$ cat src/pcca_pkg.sv
`timescale 1ns / 1ps
// ----------------------------------------------------------------------------
// pcca_pkg
// shared types and constants of the polygon crossing and area block
// ----------------------------------------------------------------------------
package pcca_pkg;

  localparam int MAX_VERTICES = 256;
  localparam int ADDR_W = $clog2(MAX_VERTICES);
  localparam int CNT_W = ADDR_W + 1;
  localparam int COORD_W = 16;
  localparam int TOL_W = 16;
  localparam int AREA_W = 39;
  localparam int ACC_W = 41;

  typedef struct packed {
    logic signed [COORD_W-1:0] x;
    logic signed [COORD_W-1:0] y;
  } vtx_t;

  typedef struct packed {
    logic valid;
    vtx_t p;
    vtx_t q;
    vtx_t r;
  } turn_req_t;

  typedef struct packed {
    logic valid;
    logic pos;
    logic neg;
    logic touch;
  } turn_res_t;

  typedef struct packed {
    logic add;
    logic first;
    logic close;
    logic clear;
    vtx_t v;
  } area_cmd_t;

  typedef enum logic [3:0] {
    ST_LOAD,
    ST_RD_AB,
    ST_RD_CD,
    ST_LATCH,
    ST_TURN,
    ST_EVAL,
    ST_CLOSE,
    ST_SUM,
    ST_FIN,
    ST_OUT
  } state_t;

endpackage

$ cat src/pcca_turn_unit.sv
`timescale 1ns / 1ps
// ----------------------------------------------------------------------------
// pcca_turn_unit
// two-stage cross product with tolerance sign and bounding box touch
// ----------------------------------------------------------------------------
module pcca_turn_unit (
  input  logic                      clk,
  input  logic                      rst,
  input  logic [pcca_pkg::TOL_W-1:0] tol,
  input  pcca_pkg::turn_req_t       req,
  output pcca_pkg::turn_res_t       res
);

  logic signed [16:0] ux, uy, vx, vy;
  logic signed [15:0] xlo, xhi, ylo, yhi;
  logic               box;
  logic signed [33:0] p1, p2;
  logic               box1, v1;
  logic signed [34:0] m;
  logic [34:0]        mag;
  logic               zero;

  assign ux = 17'(req.q.x) - 17'(req.p.x);
  assign uy = 17'(req.q.y) - 17'(req.p.y);
  assign vx = 17'(req.r.x) - 17'(req.p.x);
  assign vy = 17'(req.r.y) - 17'(req.p.y);

  assign xlo = (req.p.x < req.q.x) ? req.p.x : req.q.x;
  assign xhi = (req.p.x < req.q.x) ? req.q.x : req.p.x;
  assign ylo = (req.p.y < req.q.y) ? req.p.y : req.q.y;
  assign yhi = (req.p.y < req.q.y) ? req.q.y : req.p.y;
  assign box = (req.r.x >= xlo) && (req.r.x <= xhi) &&
               (req.r.y >= ylo) && (req.r.y <= yhi);

  always_ff @(posedge clk) begin
    p1   <= ux * vy;
    p2   <= vx * uy;
    box1 <= box;
  end

  assign m    = 35'(p1) - 35'(p2);
  assign mag  = m[34] ? 35'(-m) : 35'(m);
  assign zero = (m == '0) || (mag < 35'(tol));

  always_ff @(posedge clk) begin
    if (rst) begin
      v1        <= 1'b0;
      res.valid <= 1'b0;
    end else begin
      v1        <= req.valid;
      res.valid <= v1;
    end
    res.pos   <= !zero && !m[34];
    res.neg   <= !zero && m[34];
    res.touch <= zero && box1;
  end

endmodule

$ cat config.mk
export PLATFORM = sky130hd
export DESIGN_NAME = pcca_turn_unit
export DESIGN_NICKNAME = d
export VERILOG_FILES = /design/src/pcca_pkg.sv /design/src/pcca_turn_unit.sv
export SDC_FILE = /design/constraint.sdc
export NUM_CORES = 2
export LEC_CHECK = 0
export BUFFER_PORTS_ARGS = -buffer_cell sky130_fd_sc_hd__buf_2
export CAP_MARGIN = 20
export CORE_MARGIN = 3
export CORE_UTILIZATION = 50
export CTS_CLUSTER_SIZE = 25
export DETAILED_ROUTE_END_ITERATION = 8
export PLACE_DENSITY_LB_ADDON = 0.12
export SETUP_SLACK_MARGIN = 0.15
export SYNTH_ARGS = -nofsm -noshare
export SYNTH_HDL_FRONTEND = slang
export SYNTH_SLANG_ARGS = --single-unit
$ cat constraint.sdc
create_clock -name clk -period 15.5 [get_ports clk]
set_input_delay 2.325 -clock clk [delete_from_list [all_inputs] [get_ports clk]]
set_output_delay 2.325 -clock clk [all_outputs]
set_load 0.005 [all_outputs]
==> results.yml <==
floorplanning:
  initial_utilization_pct: 50.6
  die_x_microns: 256
  core_region_area_sq_um: 61800
  die_h_microns: 256
  rows: 91
  die_area_sq_um: 65600
  ios: 119
synth:
  yosysSeqAreaShare_pct: 4.74
  synth.avg_cell_area_sq_um: 8.44
  yosysTopAreaCellShare_pct: 38.2
  synth_edf_count: 0
  async_flop_share_pct: 0
  synth_area_sq_um: 31300
  yosys_warnings: 0
  synth_cell_types: 75
  yosys-top-cells-area: "fa_1 (38%), ha_1 (14%), inv_1 (9.0%)"
  ys.flop_type: "dfxtp_1"
  ys_ff_latch: 74
  syn_inst: 3705
  netlist.top_cell.by_area: "fa_1"
  syn_nets: 4766
route:
  vias_per_cell: 5.39
  ant_nets: 0
  via_count: 25100
  wl_per_cell_microns: 19.0
  drtIter0Drc: 1574
  drcViolationCount: 0
  drt_wl_total_microns: 88300
  dr.pass1.iters: 5
critical_path:
  cp_top_family: "compound AO/OA/AOI/OAI gates"
  crit_path_end_kind: "flop"
  critPathMaxStageDelay_ns: 0.57
  startpoint_type: "primary input"
  path_class: "primary input to flop"
  cpMostUsedCell: "fa_1"
  critPathBufInv: 5
  path_max_fanout: 6
  cp.required_ns: 15.79
  slowest_stage: "xor2_1"
  crit_arrival_ns: 12.13
timing:
  drv_slew: 0
  setup_violations: 0
  tns_ns: 0
  finalClockSkew_ns: 0.0106
  worstMarginPinSlew_ns: 1.08
  hold_ws_ns: 0.437
  fin_ws_ns: 3.66
  max_slew_margin_pct: 27.8
  finalCriticalPeriod_ns: 11.84
  min_period_over_period_pct: 76.4
  rsz0062_at_grt: "no"
  finalHoldViolCount: 0
  fmax_mhz: 84.5
clock_network:
  cts.clk_slew.worst_paths_ns: 0.06
  cts_root_buf: "clkbuf_16"
  cts.path.max_buffers: 2
  cts_hold_buf: 0
  cts_tree: "yes"
  h-tree-depth: 3
  post_cts_resized: 0
  cts.sinks: 74
  clk-insertion-delay-late_ns: 0.37
  numCtsBuffers: 9
  cts_setup_buffers: 0
cells_and_area:
  finalNonFillerCells: 4654
  drive_above_1_share_pct: 6.63
  final_cell_mix: "inv_1 (750), fa_1 (597), nand2_1 (410), nor2_1 (379), ha_1 (349)"
  nNetsFinal: 4873
  syn_to_final_growth_pct: 6.93
  final_common_cell: "inv_1"
place:
  gp_congestion: 0.941
  place_ws_ns: 3.17
  hpwl_microns: 76600
  dp_cells: 4632
  port_buffers: 118
hold_path:
  hp-class: "flop to flop"
global_routing:
  grt_pass1_vias: 25900
  grt_max_degree: 31
  overflow: 0
  antenna_found_initial: 6
  grt_pass1_wl_microns: 142000
  grtUsageTotal_pct: 27.8
flow_run:
  max_cap_viol_count: 0
status:
  status: "finished clean"
## worst reg2reg max path, cell delays in order, from the launching register on
cell and delay [ns]:
dfxtp_1 0.31, inv_1 0.04, ha_1 0.22, fa_1 0.41
nor2b_1 0.25, o21a_1 0.33, o211ai_1 0.20, a31oi_1 0.50
nand4_1 0.18, nand4_1 0.15, o21a_1 0.60, nor2_1 0.13
xnor2_1 0.15, ha_1 0.28, o21a_1 0.10, o21ai_0 0.15
a21oi_1 0.09, o211ai_1 0.17, nand2_1 0.07, a21oi_1 0.15
o31a_1 0.25, o21ai_0 0.14, or4_1 0.52, a2111oi_0 0.38
and4_1 0.35, nor2_1 0.07
## kinds of logic (layout without fill, tap and decap cells)
group                      after synthesis  after routing  share of synthesized area (%)
and+or+nand+nor                       1122           1122                           16.0
other                                    0              1                              0
adders and majority gates              946            946                           52.2
muxes                                   73             73                           2.36
DFF                                     74             74                           4.74
buffers and inverters                  843            954                           10.1
xor gates and xnor gates               153            153                           4.28
AOI/OAI and AO/OA                      494            494                           10.3
## final timing paths
kind	startpoint	end	slack (ns)	depth (start not counted)
worst max-delay path	req[65]	p2[33]	3.66	37
worst min register to register	v1	res[3]	0.44	1
worst max register to register	p1[0]	res[1]	9.17	25
worst min-delay path	v1	res[3]	0.44	1
## layer usage
layer	GRT usage, %	vias up	share of wire, %
li1	-	11900	-
met1	37.9	12300	44
met2	43.6	776	44
met3	6.47	133	8.1
met4	9.82	12	4.1
met5	0	-	0.070
## flip-flops by register name, indices dropped and copies added (netlist names)
signal and flops:
box1 1, v1 1, p1 34, p2 34, res 4
## per-stage QoR
stage | instance area [sq um] | utilization [%]
floorplan | 31300 | -
CTS | 33400 | 54.0
finish | 33400 | 54.1
detailed placement | 33100 | 53.5
global placement | 33100 | 53.5
global route | 33400 | 54.1
## synthesized netlist by cell type (all sizes together) (5+ instances only)
master	count
o21bai	11
and3	17
ha	349
nor2	380
a2111oi	5
xnor2	111
dfxtp	74
a21oi	125
mux2i	67
xor2	42
a221oi	5
nor2b	55
a211oi	26
or4	6
a31oi	15
clkbuf	87
nor3	43
nand3	33
a21o	56
nand2	410
or2	29
nor4	8
buf	5
a21boi	29
inv	750
fa	597
o21a	33
o211a	5
mux2	6
o31ai	5
o22ai	11
o211ai	17
nand4	29
o21ai	106
nand2b	44
and4	6
and2	36
or3	14
a211o	10
## cell type report
cell class / instances / area (sq um)
Sequential cell: 74 / 1480
Antenna cell: 1 / 2.50
Clock buffer: 11 / 243
Clock inverter: 4 / 76.3
Tap cell: 837 / 1050
Inverter: 751 / 2820
Multi-Input combinational cell: 2788 / 26700
Fill cell: 5947 / 28400
Timing Repair Buffer: 188 / 1120
Power is left out: the tool's default activity adds up to more than one toggle a clock period on the data nets, which glitch-free logic cannot reach.
