==> src/pcca_pkg.sv <==
`timescale 1ns / 1ps
// ----------------------------------------------------------------------------
// pcca_pkg
// shared types and constants of the polygon crossing and area block
// ----------------------------------------------------------------------------
package pcca_pkg;

  localparam int MAX_VERTICES = 256;
  localparam int ADDR_W = $clog2(MAX_VERTICES);
  localparam int CNT_W = ADDR_W + 1;
  localparam int COORD_W = 16;
  localparam int TOL_W = 16;
  localparam int AREA_W = 39;
  localparam int ACC_W = 41;

  typedef struct packed {
    logic signed [COORD_W-1:0] x;
    logic signed [COORD_W-1:0] y;
  } vtx_t;

  typedef struct packed {
    logic valid;
    vtx_t p;
    vtx_t q;
    vtx_t r;
  } turn_req_t;

  typedef struct packed {
    logic valid;
    logic pos;
    logic neg;
    logic touch;
  } turn_res_t;

  typedef struct packed {
    logic add;
    logic first;
    logic close;
    logic clear;
    vtx_t v;
  } area_cmd_t;

  typedef enum logic [3:0] {
    ST_LOAD,
    ST_RD_AB,
    ST_RD_CD,
    ST_LATCH,
    ST_TURN,
    ST_EVAL,
    ST_CLOSE,
    ST_SUM,
    ST_FIN,
    ST_OUT
  } state_t;

endpackage

==> src/pcca_area_acc.sv <==
`timescale 1ns / 1ps
// ----------------------------------------------------------------------------
// pcca_area_acc
// shoelace accumulator with closing term, absolute value and saturation
// ----------------------------------------------------------------------------
module pcca_area_acc (
  input  logic                       clk,
  input  logic                       rst,
  input  pcca_pkg::area_cmd_t        cmd,
  output logic [pcca_pkg::AREA_W-1:0] mag
);

  pcca_pkg::vtx_t                    prev, first;
  logic signed [31:0]                p1, p2;
  logic                              pv;
  logic signed [pcca_pkg::ACC_W-1:0] acc;
  logic [pcca_pkg::ACC_W-1:0]        abs_acc;

  always_ff @(posedge clk) begin
    if (cmd.add) begin
      prev <= cmd.v;
      if (cmd.first) begin
        first <= cmd.v;
      end
      p1 <= prev.x * cmd.v.y;
      p2 <= cmd.v.x * prev.y;
    end else if (cmd.close) begin
      p1 <= prev.x * first.y;
      p2 <= first.x * prev.y;
    end
  end

  always_ff @(posedge clk) begin
    if (rst || cmd.clear) begin
      pv  <= 1'b0;
      acc <= '0;
    end else begin
      pv <= (cmd.add && !cmd.first) || cmd.close;
      if (pv) begin
        acc <= acc + pcca_pkg::ACC_W'(p1) - pcca_pkg::ACC_W'(p2);
      end
    end
  end

  assign abs_acc = acc[pcca_pkg::ACC_W-1] ? pcca_pkg::ACC_W'(-acc) : pcca_pkg::ACC_W'(acc);
  assign mag = (abs_acc[pcca_pkg::ACC_W-1:pcca_pkg::AREA_W] != '0) ? '1
             : abs_acc[pcca_pkg::AREA_W-1:0];

endmodule

==> config.mk <==
export PLATFORM = sky130hd
export DESIGN_NAME = pcca_area_acc
export DESIGN_NICKNAME = d
export VERILOG_FILES = /design/src/pcca_pkg.sv /design/src/pcca_area_acc.sv
export SDC_FILE = /design/constraint.sdc
export NUM_CORES = 2
export LEC_CHECK = 0
export BUFFER_PORTS_ARGS = -buffer_cell sky130_fd_sc_hd__buf_2
export CAP_MARGIN = 20
export CORE_ASPECT_RATIO = 1.2
export CORE_UTILIZATION = 70
export CTS_CLUSTER_DIAMETER = 40
export CTS_CLUSTER_SIZE = 40
export DETAILED_ROUTE_END_ITERATION = 12
export MAX_ROUTING_LAYER = met4
export PLACE_DENSITY_LB_ADDON = 0.15
export SYNTH_ARGS = -nofsm -noshare
export SYNTH_HDL_FRONTEND = slang
export SYNTH_SLANG_ARGS = --single-unit
==> constraint.sdc <==
create_clock -name clk -period 18.8 [get_ports clk]
set_input_delay 3.76 -clock clk [delete_from_list [all_inputs] [get_ports clk]]
set_output_delay 3.76 -clock clk [all_outputs]
set_load 0.1 [all_outputs]
==> impl_metrics.env <==
export IMPL_yosys_register_bits=170
export IMPL_first_global_vias=38800
export IMPL_hp_class="reg -> reg"
export IMPL_netlist_top_cells_count="inv_1 (1,326), fa_1 (1,088), nand2_1 (604), and2_1 (502), ha_1 (371)"
export IMPL_postCtsSetupRepairBufs=0
export IMPL_overflow=0
export IMPL_post_drt_wl_per_cell_um=20.2
export IMPL_cp_max_fo=18
export IMPL_wl_mm=126
export IMPL_async_flop_share_pct=0
export IMPL_post_route_drc_count=0
export IMPL_core_area_um2=69800
export IMPL_worstSetupEndpointType="flip-flop"
export IMPL_finalCritPeriodShare_pct=55.1
export IMPL_grt_usage_pct=38.3
export IMPL_stdcell_count=6242
export IMPL_drive_above_1_share_pct=3.87
export IMPL_finalWeightedCongestion=0.948
export IMPL_first_pass_iters=7
export IMPL_slew_headroom_pct=31.8
export IMPL_maxUsedRoutingLayer="met4"
export IMPL_antenna_found_initial=3
export IMPL_die_w_um=244
export IMPL_netlist_area_um2=49400
export IMPL_area_delta_synth_final_pct=3.61
export IMPL_synth_warnings=0
export IMPL_dp_cells=6208
export IMPL_grt_max_degree=61
export IMPL_synth_edf_count=128
export IMPL_yosysTopAreaCellShare_pct=44.1
export IMPL_start_util_pct=70.8
export IMPL_dieArea_um2=71600
export IMPL_die_h_um=293
export IMPL_worst_slew_pin_slew_ns=1.01
export IMPL_cts_resized=0
export IMPL_clockRootBuffer="clkbuf_16"
export IMPL_synth_ff_type="edfxtp_1"
export IMPL_wl_met3_mm=9.67
export IMPL_cts_sink_count=170
export IMPL_vias=36100
export IMPL_ios=77
export IMPL_synth_distinct_cells=71
export IMPL_fin_tns_setup_ns=0
export IMPL_required_ns=19.05
export IMPL_synth_area_leaders="fa_1 (44%), inv_1 (10%), ha_1 (9.4%), edfxtp_1 (7.8%), and2_1 (6.4%)"
export IMPL_status="finished clean"
export IMPL_h_tree_depth=4
export IMPL_met1_length_mm=46.2
export IMPL_dp_hpwl_mm=99.0
export IMPL_setup_viol=0
export IMPL_yosysMostFrequentCell="inv_1"
export IMPL_finalHoldWorstSlack_ns=0.470
export IMPL_cts_buffers=17
export IMPL_maxCapViolCount=0
export IMPL_clk_pin_slew_ns=0.07
export IMPL_finalCriticalPeriod_ns=10.35
export IMPL_slew_viol_final=0
export IMPL_arrival_ns=10.60
export IMPL_antenna_left=0
export IMPL_wl_met2_mm=62.3
export IMPL_synth_nets=6853
export IMPL_synth_top_area_cell="fa_1"
export IMPL_synthCells=5356
export IMPL_num_fill_cells=5322
export IMPL_num_rows=106
export IMPL_routed_via_density=5.79
export IMPL_final_nets=6806
export IMPL_fmax_mhz=96.6
export IMPL_rsz0062_at_grt="no"
export IMPL_cts_tree="built"
export IMPL_insertion_delay_ns=0.51
export IMPL_yosysSeqAreaShare_pct=9.49
export IMPL_io_buffer_count=76
export IMPL_skew_ns=0.0255
export IMPL_critPathKind="in -> reg"
export IMPL_crit_path_start_kind="primary input"
export IMPL_hold_viol_final=0
export IMPL_syn_avg_cell_area_um2=9.22
export IMPL_grt_pass1_wl_mm=203
export IMPL_cts_max_path_buffers=2
export IMPL_drt_first_iter_violations=2260
export IMPL_cts_hold_buf=0
-- metrics by stage --
step | area, um^2 | worst slack [ns] | util [%]
final | 51100 | 8.45 | 73.3
after global routing | 51100 | 8.22 | 73.3
after CTS | 51100 | 8.55 | 73.3
after detailed placement | 50600 | 8.03 | 72.5
after global placement | 50600 | 7.99 | 72.5
after floorplan | 49400 | 9.01 | -
-- cell type report --
type / count / area (um^2) / share of cell area (%)
Multi-Input combinational cell: 3667 / 39000 / 76.2
Antenna cell: 2 / 5.00 / 0.00979
Sequential cell: 170 / 4680 / 9.16
Timing Repair Buffer: 127 / 766 / 1.50
Inverter: 1326 / 4980 / 9.73
Clock buffer: 21 / 482 / 0.942
Clock inverter: 11 / 100 / 0.196
Tap cell: 918 / 1150 / 2.25
-- placed cells by master (no fill, tap or decap), types with 33 or more instances in the layout --
cell type	n
a21o_1	55
a21oi_1	145
and2_1	502
buf_2	75
buf_4	52
dfxtp_1	42
edfxtp_1	128
fa_1	1088
ha_1	371
inv_1	1326
nand2_1	604
nand2b_1	35
nand3_1	33
nor2_1	158
nor3_1	37
o21ai_0	128
xnor2_1	144
xor2_1	53
-- cells by family (layout without fill, tap and decap cells) --
logic type / count (synthesis) / count (layout) / share of synthesized area, %
buffers and inverters: 1519 / 1485 / 11.6
and+or+nand+nor: 1470 / 1470 / 14.7
adders and majority gates: 1459 / 1459 / 53.5
AOI/OAI and AO/OA: 500 / 500 / 6.36
xor gates and xnor gates: 197 / 197 / 3.50
DFF: 170 / 170 / 9.49
muxes: 41 / 41 / 0.859
other: 0 / 2 / 0
-- final timing paths --
| path | from | end | slack [ns] | cells after the start |
|---|---|---|---|---|
| max | cmd[31] | p2[28]$_DFFE_PP_ | 8.45 | 19 |
| min | acc[39]$_SDFFE_PP0P_ | acc[39]$_SDFFE_PP0P_ | 0.47 | 2 |
| max reg2reg | prev[23]$_DFFE_PP_ | p1[31]$_DFFE_PP_ | 10.81 | 23 |
| min reg2reg | acc[39]$_SDFFE_PP0P_ | acc[39]$_SDFFE_PP0P_ | 0.47 | 2 |
-- state kept, by name, summed over array words and instances, names as in the netlist --
| register | cells |
|---|---|
| p2 | 32 |
| prev | 32 |
| pv | 1 |
| first | 32 |
| acc | 41 |
| p1 | 32 |
-- critical path, cell delays in order --
cell and delay (ns):
buf_2 0.32, nand2_1 0.15, inv_1 0.17, fa_1 0.55, fa_1 0.92, fa_1 0.53
fa_1 0.50, fa_1 0.49, inv_1 0.05, fa_1 0.48, inv_1 0.04, ha_1 0.36
nand4_1 0.15, or3_1 0.48, o311ai_0 0.86, and2_1 0.28, o22ai_1 0.10, xnor2_1 0.19
a21o_1 0.21
-- per-layer routing --
| metal | vias up | track usage [%] |
|---|---|---|
| met5 | - | - |
| met4 | 0 | 19.3 |
| met3 | 413 | 6.17 |
| met2 | 1543 | 63.4 |
| met1 | 18300 | 45.6 |
| li1 | 15900 | - |
Power is not shown: default switching activity piles up to over one toggle a cycle in this logic, so the estimate is an artifact.
